<file path="src/hdl/scc_pkg.sv">
// Shared types, codes and sizes for the strongly connected component labeler.
// No dependencies; imported by the controller, the datapath and the top level.
`default_nettype none
package scc_pkg;

  localparam int MaxNodes     = 4096;
  localparam int MaxNeighbors = 32;
  localparam int NodeW        = 12;   // node index
  localparam int CountW       = 13;   // counts up to MaxNodes
  localparam int SlotW        = 5;
  localparam int KW           = 6;    // neighbor count up to MaxNeighbors
  localparam int AdjAw        = NodeW + SlotW;
  localparam int FrameW       = NodeW + KW;

  // actions
  localparam logic [1:0] ACT_LOAD  = 2'd0;
  localparam logic [1:0] ACT_RUN   = 2'd1;
  localparam logic [1:0] ACT_QUERY = 2'd2;

  // result status
  localparam logic [1:0] ST_OK        = 2'd0;
  localparam logic [1:0] ST_RANGE     = 2'd1;
  localparam logic [1:0] ST_NOT_READY = 2'd2;

  // configuration register indexes
  localparam logic CFG_NODES     = 1'b0;
  localparam logic CFG_NEIGHBORS = 1'b1;

  typedef logic [4:0] step_t;

  // sequencer steps
  localparam step_t S_IDLE  = 5'd0;
  localparam step_t S_CLR   = 5'd1;
  localparam step_t S_ROOT  = 5'd2;
  localparam step_t S_ROOT2 = 5'd3;
  localparam step_t S_TOP   = 5'd4;
  localparam step_t S_EDGE1 = 5'd5;
  localparam step_t S_EDGE2 = 5'd6;
  localparam step_t S_FIN   = 5'd7;
  localparam step_t S_POP   = 5'd8;
  localparam step_t S_POP2  = 5'd9;
  localparam step_t S_RET   = 5'd10;
  localparam step_t S_RET2  = 5'd11;
  localparam step_t S_RET3  = 5'd12;
  localparam step_t S_SZ    = 5'd13;
  localparam step_t S_SZ2   = 5'd14;
  localparam step_t S_SZ3   = 5'd15;
  localparam step_t S_CNT   = 5'd16;
  localparam step_t S_CNT2  = 5'd17;
  localparam step_t S_CNT3  = 5'd18;
  localparam step_t S_PFX   = 5'd19;
  localparam step_t S_PFX2  = 5'd20;
  localparam step_t S_RK    = 5'd21;
  localparam step_t S_RK2   = 5'd22;
  localparam step_t S_RK3   = 5'd23;
  localparam step_t S_RK4   = 5'd24;
  localparam step_t S_DONE  = 5'd25;
  localparam step_t S_Q1    = 5'd26;
  localparam step_t S_Q2    = 5'd27;
  localparam step_t S_Q3    = 5'd28;

  typedef struct packed {
    step_t step;
  } cmd_t;

  typedef struct packed {
    logic clr_end;    // sweep reached node count
    logic root_end;   // root scan reached node count
    logic root_seen;  // root already visited
    logic fp_zero;
    logic edge_left;
    logic v_oob;
    logic v_new;
    logic is_head;    // low link equals visit order
    logic pop_more;
    logic fp_gt1;
    logic last_node;
    logic cnt_end;
    logic pfx_end;
    logic first_hit;
    logic query_ok;
  } stat_t;

endpackage
`default_nettype wire

</file>
<file path="src/hdl/scc_ctrl.sv">
// Sequencer for loads, the component search, ranking and queries.
// Depends on scc_pkg; drives scc_datapath through cmd_t, reads stat_t.
`default_nettype none
module scc_ctrl (
  input  wire logic           clk,
  input  wire logic           rst_n,
  input  wire logic           start,
  input  wire logic [1:0]     in_action,
  input  wire scc_pkg::stat_t stat,
  output scc_pkg::cmd_t       cmd,
  output logic                busy
);
  import scc_pkg::*;

  step_t step_r, step_nxt;

  // next step
  always_comb begin
    step_nxt = step_r;
    case (step_r)
      S_IDLE: begin
        if (start && in_action == ACT_RUN) step_nxt = S_CLR;
        else if (start && in_action == ACT_QUERY && stat.query_ok) step_nxt = S_Q1;
      end
      S_CLR:   if (stat.clr_end) step_nxt = S_ROOT;
      S_ROOT:  step_nxt = stat.root_end ? S_SZ : S_ROOT2;
      S_ROOT2: step_nxt = stat.root_seen ? S_ROOT : S_TOP;
      S_TOP: begin
        if (stat.fp_zero) step_nxt = S_ROOT;
        else if (stat.edge_left) step_nxt = S_EDGE1;
        else step_nxt = S_FIN;
      end
      S_EDGE1: step_nxt = stat.v_oob ? S_TOP : S_EDGE2;
      S_EDGE2: step_nxt = S_TOP;
      S_FIN:   step_nxt = stat.is_head ? S_POP : S_RET;
      S_POP:   step_nxt = S_POP2;
      S_POP2:  step_nxt = stat.pop_more ? S_POP : S_RET;
      S_RET:   step_nxt = stat.fp_gt1 ? S_RET2 : S_TOP;
      S_RET2:  step_nxt = S_RET3;
      S_RET3:  step_nxt = S_TOP;
      S_SZ:    step_nxt = S_SZ2;
      S_SZ2:   step_nxt = S_SZ3;
      S_SZ3:   step_nxt = stat.last_node ? S_CNT : S_SZ;
      S_CNT:   step_nxt = stat.cnt_end ? S_PFX : S_CNT2;
      S_CNT2:  step_nxt = S_CNT3;
      S_CNT3:  step_nxt = S_CNT;
      S_PFX:   step_nxt = S_PFX2;
      S_PFX2:  step_nxt = stat.pfx_end ? S_RK : S_PFX;
      S_RK:    step_nxt = S_RK2;
      S_RK2:   step_nxt = S_RK3;
      S_RK3: begin
        if (stat.first_hit) step_nxt = S_RK4;
        else step_nxt = stat.last_node ? S_DONE : S_RK;
      end
      S_RK4:   step_nxt = stat.last_node ? S_DONE : S_RK;
      S_DONE:  step_nxt = S_IDLE;
      S_Q1:    step_nxt = S_Q2;
      S_Q2:    step_nxt = S_Q3;
      S_Q3:    step_nxt = S_IDLE;
      default: step_nxt = S_IDLE;
    endcase
  end

  always_ff @(posedge clk) begin
    if (!rst_n) step_r <= S_IDLE;
    else step_r <= step_nxt;
  end

  assign cmd.step = step_r;
  assign busy     = (step_r != S_IDLE);

`ifndef SYNTHESIS
  a_idle_after_done: assert property (@(posedge clk) disable iff (!rst_n)
    step_r == S_DONE |=> step_r == S_IDLE) else $error("done not followed by idle");
  a_run_starts_clear: assert property (@(posedge clk) disable iff (!rst_n)
    (step_r == S_IDLE && start && in_action == ACT_RUN) |=> step_r == S_CLR)
    else $error("run did not start clear sweep");
  a_busy_holds_q: assert property (@(posedge clk) disable iff (!rst_n)
    step_r == S_Q1 |=> step_r == S_Q2) else $error("query sequence broken");
`endif

endmodule
`default_nettype wire

</file>
<file path="config.mk">
export PLATFORM = sky130hd
export DESIGN_NAME = scc_ctrl
export DESIGN_NICKNAME = d
export VERILOG_FILES = /design/src/hdl/scc_pkg.sv /design/src/hdl/scc_ctrl.sv
export SDC_FILE = /design/constraint.sdc
export NUM_CORES = 1
export LEC_CHECK = 0
export BUFFER_PORTS_ARGS = -buffer_cell sky130_fd_sc_hd__buf_4
export CORE_MARGIN = 8
export CORE_UTILIZATION = 52
export CTS_CLUSTER_DIAMETER = 100
export CTS_CLUSTER_SIZE = 25
export DETAILED_ROUTE_END_ITERATION = 10
export PLACE_DENSITY = 0.94
export SETUP_SLACK_MARGIN = 0.3
export SYNTH_ARGS = -nofsm -noshare
export SYNTH_HDL_FRONTEND = slang
export SYNTH_SLANG_ARGS = --single-unit
export TNS_END_PERCENT = 100
</file>
<file path="constraint.sdc">
create_clock -name clk -period 2.4 [get_ports clk]
set_input_delay 0.24 -clock clk [delete_from_list [all_inputs] [get_ports clk]]
set_output_delay 0.24 -clock clk [all_outputs]
set_load 0.1 [all_outputs]
</file>
==> impl_metrics.env, run 1 <==
export IMPL_io_buffers=24
export IMPL_ys_types=50
export IMPL_cts_max_level=1
export IMPL_die_w_um=53.5
export IMPL_async_flop_share_pct=0
export IMPL_power_frac_seq_pct=22.3
export IMPL_grt_setup_unrepaired="false"
export IMPL_ctsHoldBuffers=0
export IMPL_path_clk_slew_ps=50
export IMPL_num_vias=870
export IMPL_synth_ff_type="dfxtp_1"
export IMPL_cts_tree="yes"
export IMPL_crit_end="busy"
export IMPL_clock_skew_ps=3.71
export IMPL_wire_per_inst_um=15.5
export IMPL_gp_congestion=0.856
export IMPL_postCtsResizedCells=0
export IMPL_switching_share_pct=62.5
export IMPL_dp_hpwl_mm=1.52
export IMPL_max_vdd_ir_drop_uv=1390
export IMPL_firstDrtPassIters=4
export IMPL_tightest_slew_ps=406
export IMPL_syn_num_nets=119
export IMPL_drtIter0Drc=32
export IMPL_hold_ws_ps=264
export IMPL_clockBufferDepth=2
export IMPL_max_freq_ghz=0.600
export IMPL_regToRegStartpoint="cmd[3]"
export IMPL_period_share_pct=69.4
export IMPL_crit_required_ps=2160
export IMPL_die_h_um=53.5
export IMPL_viasPerCell=6.59
export IMPL_syn_area_um2=731
export IMPL_wl_mm=2.05
export IMPL_crit_start="cmd[1]"
export IMPL_rows=13
export IMPL_grt_pass1_vias=751
export IMPL_maxCapViolations=0
export IMPL_syn2layout_area_growth_pct=23.8
export IMPL_grt_pass1_wl_mm=3.26
export IMPL_clock_sinks=5
export IMPL_r2r_setup_slack_ps=760
export IMPL_numCtsBuffers=3
export IMPL_clk_latency_ps=240
export IMPL_syn_area_per_cell_um2=7.38
export IMPL_synth_edf_count=0
export IMPL_drc=0
export IMPL_p_int_mw=0.506
export IMPL_drive_above_1_share_pct=29.9
export IMPL_finalHoldViolCount=0
export IMPL_grt_remaining_overflow=0
export IMPL_slew_headroom_pct=72.7
export IMPL_antenna_found_initial=0
export IMPL_synth_seq_cells=5
export IMPL_hp_class="input port to flop"
export IMPL_reg2reg_to="cmd[3]"
export IMPL_critPathArrivalTime_ps=1430
export IMPL_worstPathMaxFanout=21
export IMPL_fp_coreArea_um2=1300
export IMPL_drv_slew=0
export IMPL_power_switching_mw=0.844
export IMPL_grt_max_degree=24
export IMPL_path_class="flop to primary output"
export IMPL_cp_end_kind="primary output"
export IMPL_ioPinCount=26
export IMPL_clockPowerShare_pct=7.4
export IMPL_yosysWarnings=0
export IMPL_post_cts_buffers=0
export IMPL_fillCellCount=123
export IMPL_fin_util_pct=69.5
export IMPL_ctsRootBufferMaster="clkbuf_4"
export IMPL_period_needed_ps=1670
export IMPL_finalSetupViolations=0
export IMPL_r2r_cells=4
export IMPL_start_util_pct=56.2
export IMPL_die_area_um2=2860
export IMPL_largest_reg_flops=5
export IMPL_final_nets=138
export IMPL_synthCells=99
export IMPL_grtUsageTotal_pct=14.5
export IMPL_seq_area_frac_synth_pct=13.7
export IMPL_power_density_nw_per_um2=1490
export IMPL_start_kind="flop"
export IMPL_p_comb_share_pct=70.3
export IMPL_outcome="finished clean"
export IMPL_drtAntennaViolNets=0
export IMPL_p_leak_nw=0.376
export IMPL_n_antenna_cell=0
export IMPL_fin_setup_tns_ps=0
## power groups by stage
| stage | combinational, mW | clock (mW) | sequential (mW) |
|---|---|---|---|
| finish | 0.950 | 0.0994 | 0.301 |
| global route | 1.02 | 0.110 | 0.320 |
| CTS | 0.952 | 0.103 | 0.298 |
| detailed placement | 0.947 | 0 | 0.299 |
| global placement | 0.934 | 0 | 0.295 |
| floorplan | 0.699 | 0 | 0.390 |
## kinds of logic after synthesis
family,Yosys count,synth area share (%)
and+or+nand+nor,52,43.3
DFF,5,13.7
AOI/OAI and AO/OA,25,27.2
muxes,3,4.11
buffers and inverters,12,9.25
xor gates and xnor gates,2,2.40
## worst min-delay path by stage
stage,to,cells past startpoint,from
6_report,cmd[0],2,rst_n
2_1_floorplan,cmd[2],1,rst_n
4_1_cts,cmd[2],2,rst_n
3_5_place_dp,cmd[0],2,rst_n
5_1_grt,cmd[2],2,rst_n
3_3_place_gp,cmd[2],2,rst_n
## final cells by class
cell class / count / area, um2 / share of cell area, %
repair buffers: 24 / 180 / 19.9
multi-input cells: 82 / 563 / 62.2
well taps: 15 / 18.8 / 2.07
clock buffers: 4 / 26.3 / 2.90
flip-flops and latches: 5 / 106 / 11.8
inverters: 2 / 10.0 / 1.11
## routing by layer
layer	vias up	GRT usage (%)	part of all wire [%]
li1	423	-	-
met1	407	16.7	39
met2	38	25.2	53
met3	2	4.20	7.1
met4	0	4.20	1.0
met5	-	0	0
## stage by stage
step                      instance area (um2)  instances  power [mW]  setup slack (ps)
final                                     905        132        1.35               734
after CTS                                 905        132        1.35               716
after global placement                    878        128        1.23               786
after detailed placement                  878        128        1.25               783
after global routing                      905        132        1.45               518
after floorplan                           737         99        1.09               478
## cells in the final DEF, fill, tap and decap left out, types with 2 or more instances in the layout
cell,n
nand3b_1,2
mux2i_1,3
nand2_1,5
nor2_1,7
o211ai_1,2
and3_1,2
clkbuf_4,3
nor3b_1,3
o211a_1,2
o21ai_0,3
nand4_1,7
buf_4,24
a21oi_1,2
nand3_1,2
dfxtp_2,5
nor2b_1,9
nand4b_1,2
and4_1,2
nor3_1,2
## synthesized netlist by cell type (all sizes together), types with 2 or more instances
cell type  number  share of area (%)
and2            2                1.7
o211ai          2                2.1
dfxtp           5                 14
nor3b           3                3.1
nand4b          2                2.4
buf             9                7.4
a21oi           2                1.4
o211a           2                2.7
and3            2                1.7
mux2i           3                4.1
nor2b           9                7.7
nand3b          2                2.1
nand4           7                6.0
nand3           2                1.4
nor2            7                3.6
and4            2                2.4
a31oi           2                2.6
nor3            2                1.4
nand2           5                2.6
o21ai           4                2.7
inv             2                1.4
## worst max-delay path, cell delays in order, from the launching register on
cell and delay, ps:
dfxtp_2 420, nor3_1 410, nand2_1 100, buf_4 240
No activity file was read; power rests on OpenSTA's default activity.
==> run 2: changes to the inputs <==
CORE_UTILIZATION = 48   (was 52)
PLACE_DENSITY = 0.88   (was 0.94)
clock period = 1.6 ns   (was 2.4 ns; I/O delays follow)
==> run 2 against run 1 <==
Net effect: hold slack got worse by 110 ps; core utilization increased by 12 points; worst setup slack got worse by 600 ps; total power increased by 120%; flip-flop and latch count unchanged; register-to-register slack got worse by 620 ps; clock power increased by 54%; global-route usage increased by 4.6 points; die area increased by 5.8%; via count increased by 17%; critical path type is now flop to flop; critical endpoint is now cmd[1]; largest cell class unchanged.
==> impl_metrics.env, run 2 (same netlist as run 1, synthesis figures left out) <==
export IMPL_start_kind="flop"
export IMPL_reg2reg_to="cmd[1]"
export IMPL_crit_required_ps=1690
export IMPL_n_antenna_cell=0
export IMPL_r2r_setup_slack_ps=140
export IMPL_hp_start="rst_n"
export IMPL_grt_pass1_wl_mm=4.35
export IMPL_layout_common_cells="34 x buf_4, 7 x nand4_1, 6 x nor2b_1"
export IMPL_p_leak_nw=0.506
export IMPL_clock_skew_ps=9.57
export IMPL_grt_remaining_overflow=0
export IMPL_final_cells=151
export IMPL_max_vdd_ir_drop_uv=2110
export IMPL_layout_setup_ws_ps=136
export IMPL_cts_tree="yes"
export IMPL_wl_met2_mm=1.33
export IMPL_firstDrtPassIters=4
export IMPL_antenna_found_initial=0
export IMPL_drc=0
export IMPL_start_util_pct=49.7
export IMPL_ioPinCount=26
export IMPL_period_needed_ps=1460
export IMPL_seq_area_um2=119
export IMPL_cts_max_level=1
export IMPL_cp_end_kind="flop"
export IMPL_gp_congestion=0.938
export IMPL_final_nets=156
export IMPL_critPathArrivalTime_ps=1560
export IMPL_finalHoldViolCount=0
export IMPL_dp_cells=134
export IMPL_syn2layout_area_growth_pct=64.7
export IMPL_wl_mm=2.91
export IMPL_worstPathMaxFanout=10
export IMPL_hp_class="input port to flop"
export IMPL_power_density_nw_per_um2=2410
export IMPL_min_path_cells=2
export IMPL_finalSetupViolations=0
export IMPL_drive_above_1_share_pct=50.4
export IMPL_die_area_um2=3030
export IMPL_fp_coreArea_um2=1470
export IMPL_slew_headroom_pct=77.1
export IMPL_fin_setup_tns_ps=0
export IMPL_numCtsBuffers=3
export IMPL_wire_per_inst_um=19.3
export IMPL_fillCellCount=92
export IMPL_clockBufferDepth=2
export IMPL_ctsHoldBuffers=0
export IMPL_multi_input_area_um2=659
export IMPL_drv_slew=0
export IMPL_clock_sinks=5
export IMPL_outcome="finished clean"
export IMPL_worstHoldEndpoint="cmd[2]"
export IMPL_drtIter0Drc=88
export IMPL_met3_length_um=320
export IMPL_rows=14
export IMPL_num_vias=1019
export IMPL_period_share_pct=91.5
export IMPL_clk_latency_ps=250
export IMPL_path_clk_slew_ps=50
export IMPL_pre_cts_ws_ps=45.7
export IMPL_dp_hpwl_mm=1.70
export IMPL_topRoutingLayerUsed="met4"
export IMPL_grt_setup_unrepaired="true"
export IMPL_drtAntennaViolNets=0
export IMPL_ctsRootBufferMaster="clkbuf_4"
export IMPL_maxCapViolations=0
export IMPL_grt_max_degree=16
export IMPL_regToRegStartpoint="cmd[0]"
export IMPL_largest_reg_flops=5
export IMPL_die_w_um=55.0
export IMPL_tightest_slew_ps=339
export IMPL_route_layer_met1_wl_mm=1.14
export IMPL_io_buffers=24
export IMPL_grt_pass1_vias=967
export IMPL_layout_commonest_cell="buf_4"
export IMPL_r2r_cells=5
export IMPL_max_freq_ghz=0.683
export IMPL_path_class="flop to flop"
export IMPL_die_h_um=55.0
export IMPL_viasPerCell=6.75
export IMPL_grtUsageTotal_pct=19.1
-- run 2: where the power goes --
group          switching [mW]  total, mW  internal (mW)
clock                  0.0585      0.153         0.0948
combinational            1.43       2.43           1.00
sequential              0.113      0.323          0.210
-- run 2: critical path, cell delays in order (launching register included) --
cell	delay, ps
dfxtp_4	360
buf_8	150
and2_1	140
o211a_1	210
o21ai_0	270
a41oi_1	170
-- run 2: metrics by stage --
step / util [%] / power [mW] / hold slack [ps] / instance area (um2)
after floorplan: - / 1.80 / 278 / 810
after global placement: 65.5 / 2.06 / 412 / 963
after detailed placement: 65.5 / 2.08 / 412 / 963
after CTS: 78.1 / 2.65 / 153 / 1150
after global routing: 81.8 / 3.04 / 163 / 1200
final: 81.8 / 2.91 / 156 / 1200
-- run 2: routing by layer --
layer | GRT usage (%) | up-vias
met1 | 22.0 | 466
met4 | 9.20 | 0
met2 | 32.1 | 74
li1 | - | 459
met5 | 0 | -
met3 | 5.08 | 20
-- run 2: cell type report --
cell class                 instances  share of cell area, %
sequential                         5                   9.88
inverter                           2                   1.04
clock buffer                       4                   2.18
multi-input combinational         82                   54.8
tap                               16                   1.66
timing repair buffer              42                   30.5
-- run 2: worst max path at each step --
stage / start / end
6_report: cmd[0] / cmd[1]
2_1_floorplan: cmd[0] / cmd[3]
3_3_place_gp: cmd[2] / cmd[1]
4_1_cts: cmd[2] / cmd[3]
5_1_grt: cmd[4] / cmd[1]
3_5_place_dp: cmd[2] / cmd[1]
-- run 2: repair_timing --
item	CTS	global route
gates resized for setup	17	11
setup endpoints to repair	6	6
setup buffers	13	0
pin swaps	11	6
